`config.mk`:
```
export PLATFORM = sky130hd
export DESIGN_NAME = utpq_cell
export DESIGN_NICKNAME = d
export VERILOG_FILES = /design/src/hw/rtl/utpq_pkg.sv /design/src/hw/rtl/utpq_cell.sv
export SDC_FILE = /design/constraint.sdc
export NUM_CORES = 1
export LEC_CHECK = 0
export BUFFER_PORTS_ARGS = -buffer_cell sky130_fd_sc_hd__clkbuf_2
export CAP_MARGIN = 20
export CORE_MARGIN = 10
export CORE_UTILIZATION = 42
export DETAILED_ROUTE_END_ITERATION = 8
export GPL_ROUTABILITY_DRIVEN = 0
export PLACE_DENSITY = 0.83
export REMOVE_ABC_BUFFERS = 1
export SLEW_MARGIN = 20
export SYNTH_ARGS = -nofsm -noshare
export SYNTH_HDL_FRONTEND = slang
export SYNTH_SLANG_ARGS = --single-unit
```
`constraint.sdc`:
```
create_clock -name aclk -period 4 [get_ports aclk]
set_input_delay 0.2 -clock aclk [delete_from_list [all_inputs] [get_ports aclk]]
set_output_delay 0.2 -clock aclk [all_outputs]
set_load 0.1 [all_outputs]
```
`src/hw/rtl/utpq_pkg.sv`:
```
// types and constants shared by the task priority queue modules
`timescale 1ns / 1ps

package utpq_pkg;

    localparam int KEY_W = 48;

    localparam logic [1:0] MODE_ADD    = 2'd0;
    localparam logic [1:0] MODE_EDIT   = 2'd1;
    localparam logic [1:0] MODE_REMOVE = 2'd2;
    localparam logic [1:0] MODE_EXEC   = 2'd3;

    localparam logic [1:0] STAT_OK     = 2'd0;
    localparam logic [1:0] STAT_EMPTY  = 2'd1;
    localparam logic [1:0] STAT_ABSENT = 2'd2;
    localparam logic [1:0] STAT_FULL   = 2'd3;

    typedef struct packed {
        logic [1:0]  mode;
        logic [15:0] task_id;
        logic [15:0] user_id;
        logic [31:0] priority_req;
    } cmd_t;

    typedef struct packed {
        logic [15:0] top_user;
        logic        found;
        logic [1:0]  status;
    } result_t;

    // key is {priority, task id}: larger key ranks first
    typedef struct packed {
        logic             valid;
        logic [KEY_W-1:0] key;
        logic [15:0]      user;
    } entry_t;

    typedef struct packed {
        logic             match_en;
        logic [15:0]      match_id;
        logic             apply;
        logic             del_en;
        logic [KEY_W-1:0] del_key;
        logic             ins_en;
        logic [KEY_W-1:0] ins_key;
        logic [15:0]      ins_user;
    } bcast_t;

    typedef struct packed {
        entry_t ent;
        logic   gt;
        logic   dle;
        logic   hit;
    } link_t;

endpackage

```
`src/hw/rtl/utpq_cell.sv`:
```
// one cell of the sorted task chain
`timescale 1ns / 1ps

module utpq_cell (
    input  logic             aclk,
    input  logic             aresetn,
    input  utpq_pkg::bcast_t bc,
    input  utpq_pkg::link_t  prev_l,
    input  utpq_pkg::link_t  next_l,
    output utpq_pkg::link_t  own_l
);

    logic                       valid_reg;
    logic [utpq_pkg::KEY_W-1:0] key_reg;
    logic [15:0]                user_reg;
    logic                       hit_reg;

    utpq_pkg::entry_t own_ent, a_cur, a_prv, ins_ent, ent_next;
    logic gt_own, dle_own, g_cur, g_prv;

    always_comb begin
        own_ent  = '{valid: valid_reg, key: key_reg, user: user_reg};
        ins_ent  = '{valid: 1'b1, key: bc.ins_key, user: bc.ins_user};
        gt_own   = bc.ins_en && (!valid_reg || (bc.ins_key > key_reg));
        dle_own  = bc.del_en && (!valid_reg || (key_reg <= bc.del_key));
        own_l    = '{ent: own_ent, gt: gt_own, dle: dle_own, hit: hit_reg};
        // chain after the delete, at this place and one place up
        a_cur    = dle_own ? next_l.ent : own_ent;
        g_cur    = dle_own ? next_l.gt : gt_own;
        a_prv    = prev_l.dle ? own_ent : prev_l.ent;
        g_prv    = prev_l.dle ? gt_own : prev_l.gt;
        ent_next = g_cur ? (g_prv ? a_prv : ins_ent) : a_cur;
    end

    always_ff @(posedge aclk) begin
        if (!aresetn) begin
            valid_reg <= 1'b0;
            hit_reg   <= 1'b0;
        end else begin
            if (bc.match_en) begin
                hit_reg <= valid_reg && (key_reg[15:0] == bc.match_id);
            end
            if (bc.apply) begin
                valid_reg <= ent_next.valid;
            end
        end
    end

    always_ff @(posedge aclk) begin
        if (bc.apply) begin
            key_reg  <= ent_next.key;
            user_reg <= ent_next.user;
        end
    end

endmodule

```
Word level (Yosys, flattened, before mapping)
Cells that the tools add are included.
{"block": "totals", "out_inout_bits": 68, "reg_bits": 66, "inputBits": 270, "word_cells": 22}
{"block": "op_classes", "order_cmp": 2, "n_reduce_logical": 8, "n_eq_ne": 2, "n_mux": 6}
{"op": "65-bit 2-to-1 mux", "count": 4}
{"op": "48-bit > comparator", "count": 1}
{"op": "48-bit <= comparator", "count": 1}
{"op": "16-bit equality test", "count": 1}
{"op": "1-bit logical AND", "count": 3}
{"op": "3-bit != test, second input constant", "count": 1}
{"op": "3-bit AND reduction", "count": 1}
{"op": "1-bit logical OR", "count": 2}
{"op": "1-bit 2-to-1 mux", "count": 2}
{"op": "2-bit nonzero test", "count": 1}
{"op": "1-bit logical NOT", "count": 1}

Longest topological paths before layout
Gate-level depths: netlist of run 1.
{"block": "depth", "depth_word": 6, "mapped_depth": 13, "mapped_depth_nobuf": 11}

Least setup slack after synthesis of run 1
Ideal clock, no wire load.
{"block": "synth_path", "path_kind": "register -> register", "startpoint": "register key_reg[23] in the netlist's numbering", "endpoint": "register key_reg[0] in the netlist's numbering (enable)", "path_stages_with_launch": 11, "period_less_slack_ns": 4.661, "path_slack_ns": -0.661, "t_required_ns": 3.571, "setup_time_ns": 0.429, "path_buffers": 0, "arrival_ns": 4.233, "path_cell_list": "edfxtp_1 ha_1 a21oi_1 o21ai_1 a221o_1 a211o_1 a21oi_1 a31oi_2 o21bai_1 o21ai_0 and2_1"}
{"block": "synth_between", "elab_chain_len": 6, "elab_cells_between_ends": 11, "cone_classes": "order compare: 2; eq/ne: 1; mux: 2; reduce/logical: 6"}
{"item": "start, declared", "line": "utpq_cell.sv:14", "source": "logic [utpq_pkg::KEY_W-1:0] key_reg;"}
{"item": "start signal, assigned", "line": "utpq_cell.sv:51", "source": "key_reg <= ent_next.key;"}
{"item": "48-bit > comparator / 48-bit <= comparator (equally long branches)", "line": "utpq_cell.sv:24, utpq_cell.sv:25"}
{"item": "1-bit logical OR, on equally long branches", "line": "utpq_cell.sv:24, utpq_cell.sv:25"}
{"item": "1-bit logical AND, on equally long branches", "line": "utpq_cell.sv:24, utpq_cell.sv:25"}
{"item": "1-bit 2-to-1 mux, on equally long branches", "line": "utpq_cell.sv:29, utpq_cell.sv:31"}
{"item": "3-bit != test (no source line) / 2-bit nonzero test (equally long branches)"}
{"item": "3-bit AND reduction (no source line) (*)"}
Every way passes the cells marked *; elsewhere a longest branch is shown, timed or not.
A chain may end at the register's enable or synchronous reset.

==> results of run 1 <==
## through the flow
stage	hold WS [ns]	utilization [%]	setup WS, ns	std cells	instance area, um2
2_1_floorplan	0.318	-	-4.59	646	6010
3_3_place_gp	0.449	55.1	0.551	1169	8020
3_5_place_dp	0.463	55.1	0.439	1169	8020
4_1_cts	0.102	57.2	0.430	1185	8310
5_1_grt	0.116	57.2	0.231	1185	8310
6_report	0.124	57.2	0.473	1185	8310
## kinds of logic (layout without fill, tap and decap cells)
kind of cell	Yosys count	after routing	synth area share, %
buffers and inverters	128	458	9.68
adder cells (fa/ha/maj)	96	96	19.3
AND/OR/NAND/NOR	149	149	11.3
AO/OA/AOI/OAI	150	150	15.1
flip-flops	66	66	31.5
multiplexers	66	66	10.8
XOR/XNOR	16	16	2.25
## cell type report
class | instances | area (um2)
Inverter | 103 | 387
Fill cell | 1326 | 6220
Timing Repair Buffer | 339 | 1760
Tap cell | 184 | 230
Clock buffer | 9 | 225
Sequential cell | 66 | 1960
Multi-Input combinational cell | 477 | 3680
Clock inverter | 7 | 70.1
## power by group through the flow
stage	Sequential (mW)	Combinational (mW)	Clock, mW
after floorplan	1.40	0.558	0
after global placement	0.937	1.34	0
after detailed placement	0.941	1.37	0
after CTS	0.926	1.37	0.823
after global routing	0.935	1.48	0.853
final	0.926	1.36	0.805
## Yosys cell counts (all sizes together)
cell type  instances
a22oi              1
xnor2             12
ha                96
a211oi             2
nand3             11
a221o              2
a31oi              1
nor2b              4
nand2b             1
and2               1
nand4             27
o311ai             1
nor4               6
o21bai             1
o221a              1
xor2               4
a221oi             2
a21o               8
a21oi            105
o21a               2
mux2i             66
o22a               1
nor2              72
edfxtp            64
a21boi             4
o21ai             12
nand2             22
a211o              2
dfxtp              2
nor3               4
o211ai             5
and3               1
inv              103
buf               25
## path summary, 6_finish.rpt
kind | depth (start not counted) | slack, ns | to | start
hold / removal | 2 | 0.12 | hit_reg | aresetn
setup / recovery | 12 | 0.47 | user_reg[10] | key_reg[43]
hold reg to reg | 2 | 0.62 | hit_reg | hit_reg
setup reg to reg | 12 | 0.47 | user_reg[10] | key_reg[43]
## layer usage
| metal | up-vias | routed length (um) |
|---|---|---|
| li1 | 3051 | - |
| met4 | 0 | 493 |
| met5 | - | 0 |
| met2 | 258 | 10900 |
| met3 | 27 | 1950 |
| met1 | 2761 | 8390 |
## layout by cell type, fill, tap and decap left out, types with 2 or more instances in the layout
| cell | count |
|---|---|
| o21ai_0 | 11 |
| mux2i_1 | 64 |
| nor3_1 | 4 |
| a21oi_2 | 20 |
| nor4_1 | 4 |
| inv_1 | 103 |
| clkbuf_2 | 334 |
| xor2_1 | 4 |
| a21boi_0 | 3 |
| clkbuf_16 | 9 |
| edfxtp_1 | 64 |
| buf_12 | 4 |
| clkinvlp_4 | 3 |
| xnor2_1 | 12 |
| o21a_1 | 2 |
| nand3_1 | 11 |
| nand4_1 | 26 |
| a211o_1 | 2 |
| a221oi_1 | 2 |
| a21o_1 | 8 |
| nor2_1 | 72 |
| a221o_1 | 2 |
| a211oi_1 | 2 |
| nor2b_1 | 4 |
| a21oi_1 | 85 |
| nand2_1 | 22 |
| ha_1 | 96 |
| dfxtp_1 | 2 |
| mux2i_4 | 2 |
| o211ai_1 | 4 |
==> results.json, run 1 <==
{
  "status": "finished clean",
  "ys_ff_latch": 66,
  "setup_viol": 0,
  "diodes": 0,
  "worst-path-buf-inv": 2,
  "grt_max_degree": 70,
  "ioPinCount": 338,
  "cp_max_fo": 32,
  "p_per_area_nw_per_um2": 372,
  "synth-seq-area-share_pct": 31.5,
  "drv_cap": 0,
  "clkSinkCount": 66,
  "fin_worst_skew_ns": 0.00934,
  "cts_hold_buf": 0,
  "cts_buffers": 9,
  "synthCells": 671,
  "final.setup.tns_ns": 0,
  "period_minus_slack_ns": 3.53,
  "viasPerCell": 5.15,
  "cellLeakagePower_nw": 4.45,
  "switching_share_pct": 43.2,
  "grt_use_met1_pct": 22.8,
  "die_x_um": 142,
  "drv_slew": 0,
  "met2_usage_pct": 37.3,
  "power.internal_mw": 1.75,
  "peakVddDrop_mv": 0.259,
  "path_cells": "inv_1 > ha_1 > nand4_1 > nor4_4 > and3_1 > o21ai_0 > nand4_1 > o211ai_4 > mux2i_4 > buf_4 > mux2i_1 > a21oi_1",
  "dieArea_um2": 20100,
  "synth_top_area_share_pct": 30.9,
  "drt-total-wl_um": 21700,
  "critPathCaptureType": "flip-flop",
  "cp-start-kind": "flip-flop",
  "arrival_ns": 3.60,
  "clock_latency_ns": 0.34,
  "h-tree-depth": 3,
  "clkTransAtPathRegs_ns": 0.06,
  "area_growth_pct": 33.4,
  "clk_path_buf_depth": 2,
  "crit_family": "simple AND/OR/NAND/NOR gates",
  "combPwrFrac_pct": 44.0,
  "cts_resized": 0,
  "grt_pass1_vias": 6523,
  "antenna_found_initial": 0,
  "cts_tree": "built",
  "period_share_pct": 88.2,
  "seqPwrFrac_pct": 30.0,
  "crit_top_cell": "nand4_1",
  "switchingPower_mw": 1.34,
  "synth.avg_cell_area_um2": 9.28,
  "cpPeakStageDelay_ns": 0.50,
  "slowest_stage": "buf_4",
  "wl_per_cell_um": 18.3,
  "power_mw": 3.09,
  "worst_pin_slew_ns": 0.654,
  "portBuffers": 334,
  "nNetsFinal": 1362,
  "synth_top_area_cell": "edfxtp_1",
  "crit_required_ns": 4.07,
  "ctsRootBufferMaster": "clkbuf_16",
  "syn_area_um2": 6230,
  "largest_reg_flops": 48,
  "busiest_layer": "met2",
  "post-dp-hpwl_um": 18500,
  "track_usage_pct": 21.0,
  "path_class": "reg2reg",
  "rsz0062_at_grt": "false",
  "dr.pass1.iters": 5,
  "start_util_pct": 42.9,
  "synthTopCellsByArea": "edfxtp_1, ha_1, mux2i_1",
  "design.core.area_um2": 14500,
  "num_rows": 44,
  "layout-drive-gt1-share_pct": 38.3,
  "yosysWarnings": 0,
  "ys_types": 46,
  "vias": 6097,
  "die_h_um": 142,
  "postCtsSetupBuffers": 0,
  "grt_overflow": 0,
  "postRouteAntennaNets": 0,
  "max_freq_mhz": 284,
  "power.clock.fraction_pct": 26.1,
  "grt_util_met3_pct": 7.38,
  "hold_viol": 0,
  "drtIter0Drc": 240,
  "min_path_type": "in2reg",
  "drcViolationCount": 0,
  "grt_pass1_wl_um": 33900,
  "relSlewSlack_pct": 56.0
}
Note: power is estimated with default switching activity, not from simulation.
==> run 2: changes to the inputs <==
--- a/config.mk
+++ b/config.mk
@@ -9,10 +9,12 @@
 export CAP_MARGIN = 20
 export CORE_MARGIN = 10
 export CORE_UTILIZATION = 42
+export CTS_BUF_LIST = sky130_fd_sc_hd__clkbuf_2 sky130_fd_sc_hd__clkbuf_4 sky130_fd_sc_hd__clkbuf_8
 export DETAILED_ROUTE_END_ITERATION = 8
 export GPL_ROUTABILITY_DRIVEN = 0
 export PLACE_DENSITY = 0.83
 export REMOVE_ABC_BUFFERS = 1
+export SKIP_CTS_REPAIR_TIMING = 1
 export SLEW_MARGIN = 20
 export SYNTH_ARGS = -nofsm -noshare
 export SYNTH_HDL_FRONTEND = slang
==> results.json, run 2 (synthesized netlist as in run 1, its figures left out) <==
{
  "clkTransAtPathRegs_ns": 0.09,
  "period_minus_slack_ns": 3.55,
  "ctsRootBufferMaster": "clkbuf_8",
  "worst_pin_slew_ns": 0.657,
  "area_growth_pct": 31.8,
  "portBuffers": 334,
  "drv_slew": 0,
  "max_freq_mhz": 281,
  "status": "finished clean",
  "track_usage_pct": 21.0,
  "grt_pass1_wl_um": 33800,
  "p_per_area_nw_per_um2": 350,
  "nNetsFinal": 1362,
  "hold_viol": 0,
  "drtIter0Drc": 223,
  "fin_worst_skew_ns": 0.0139,
  "h-tree-depth": 3,
  "rsz0062_at_grt": "false",
  "peakVddDrop_mv": 0.277,
  "largest_reg_flops": 48,
  "post-dp-hpwl_um": 18500,
  "path_class": "reg2reg",
  "relSlewSlack_pct": 55.8,
  "diodes": 0,
  "grt_max_degree": 70,
  "cellLeakagePower_nw": 4.40,
  "drcViolationCount": 0,
  "num_rows": 44,
  "clkSinkCount": 66,
  "grt_overflow": 0,
  "wl_per_cell_um": 18.3,
  "ioPinCount": 338,
  "critPathCaptureType": "flip-flop",
  "power_mw": 2.87,
  "clk_path_buf_depth": 2,
  "drv_cap": 0,
  "design.core.area_um2": 14500,
  "crit_required_ns": 4.10,
  "vias": 6096,
  "period_share_pct": 88.8,
  "final.setup.tns_ns": 0,
  "grt_pass1_vias": 6514,
  "cts_tree": "built",
  "min_path_type": "in2reg",
  "arrival_ns": 3.65,
  "dieArea_um2": 20100,
  "start_util_pct": 42.9,
  "die_x_um": 142,
  "drt-total-wl_um": 21700,
  "clock_latency_ns": 0.36,
  "final_common_cell": "clkbuf_2",
  "die_h_um": 142,
  "layout-drive-gt1-share_pct": 38.3,
  "setup_viol": 0,
  "dr.pass1.iters": 5,
  "layout_common_cells": "clkbuf_2, inv_1, ha_1",
  "antenna_found_initial": 0,
  "cp_max_fo": 32,
  "cp-start-kind": "flip-flop",
  "cts_buffers": 9,
  "postRouteAntennaNets": 0,
  "viasPerCell": 5.14
}
-- run 2: through the flow --
step	std cells	utilization, %	hold WS (ns)	setup slack (ns)	area [um2]
2_1_floorplan	646	-	0.318	-4.59	6010
5_1_grt	1185	56.5	0.0834	0.225	8210
3_5_place_dp	1169	55.1	0.463	0.439	8020
6_report	1185	56.5	0.0960	0.446	8210
3_3_place_gp	1169	55.1	0.449	0.551	8020
4_1_cts	1185	56.5	0.0663	0.421	8210
-- run 2: worst paths after layout --
kind / startpoint / to / slack [ns] / cells past startpoint
max reg2reg: key_reg[43] / user_reg[10] / 0.45 / 12
min: aresetn / hit_reg / 0.1 / 2
max: key_reg[43] / user_reg[10] / 0.45 / 12
min reg2reg: hit_reg / hit_reg / 0.63 / 2
-- run 2: power by group --
group / leakage, nW / switching (mW) / internal, mW
Combinational: 3.70 / 0.953 / 0.408
Clock: 0.0889 / 0.302 / 0.286
Sequential: 0.614 / 0.0598 / 0.865
-- run 2: layer usage --
layer | up-vias | GRT usage [%] | part of all wire (%)
met1 | 2764 | 22.7 | 39
met5 | - | 0 | 0
met3 | 39 | 6.68 | 8.6
met2 | 251 | 37.4 | 50
met4 | 0 | 7.53 | 2.5
li1 | 3042 | - | -
-- run 2: worst max-delay path, cell delays in order (launching register included) --
cell	delay (ns)
edfxtp_1	0.40
inv_1	0.06
ha_1	0.30
nand4_1	0.25
nor4_4	0.46
and3_1	0.31
o311ai_1	0.12
nand4_1	0.15
o211ai_4	0.15
mux2i_4	0.20
buf_4	0.50
mux2i_1	0.27
a21oi_1	0.09
-- run 2: cell type report --
cell class,count,area (um2)
clock buffers,9,124
fillers,1342,6320
inverters,103,387
flip-flops and latches,66,1960
clock inverters,7,70.1
well taps,184,230
repair buffers,339,1760
multi-input cells,477,3680
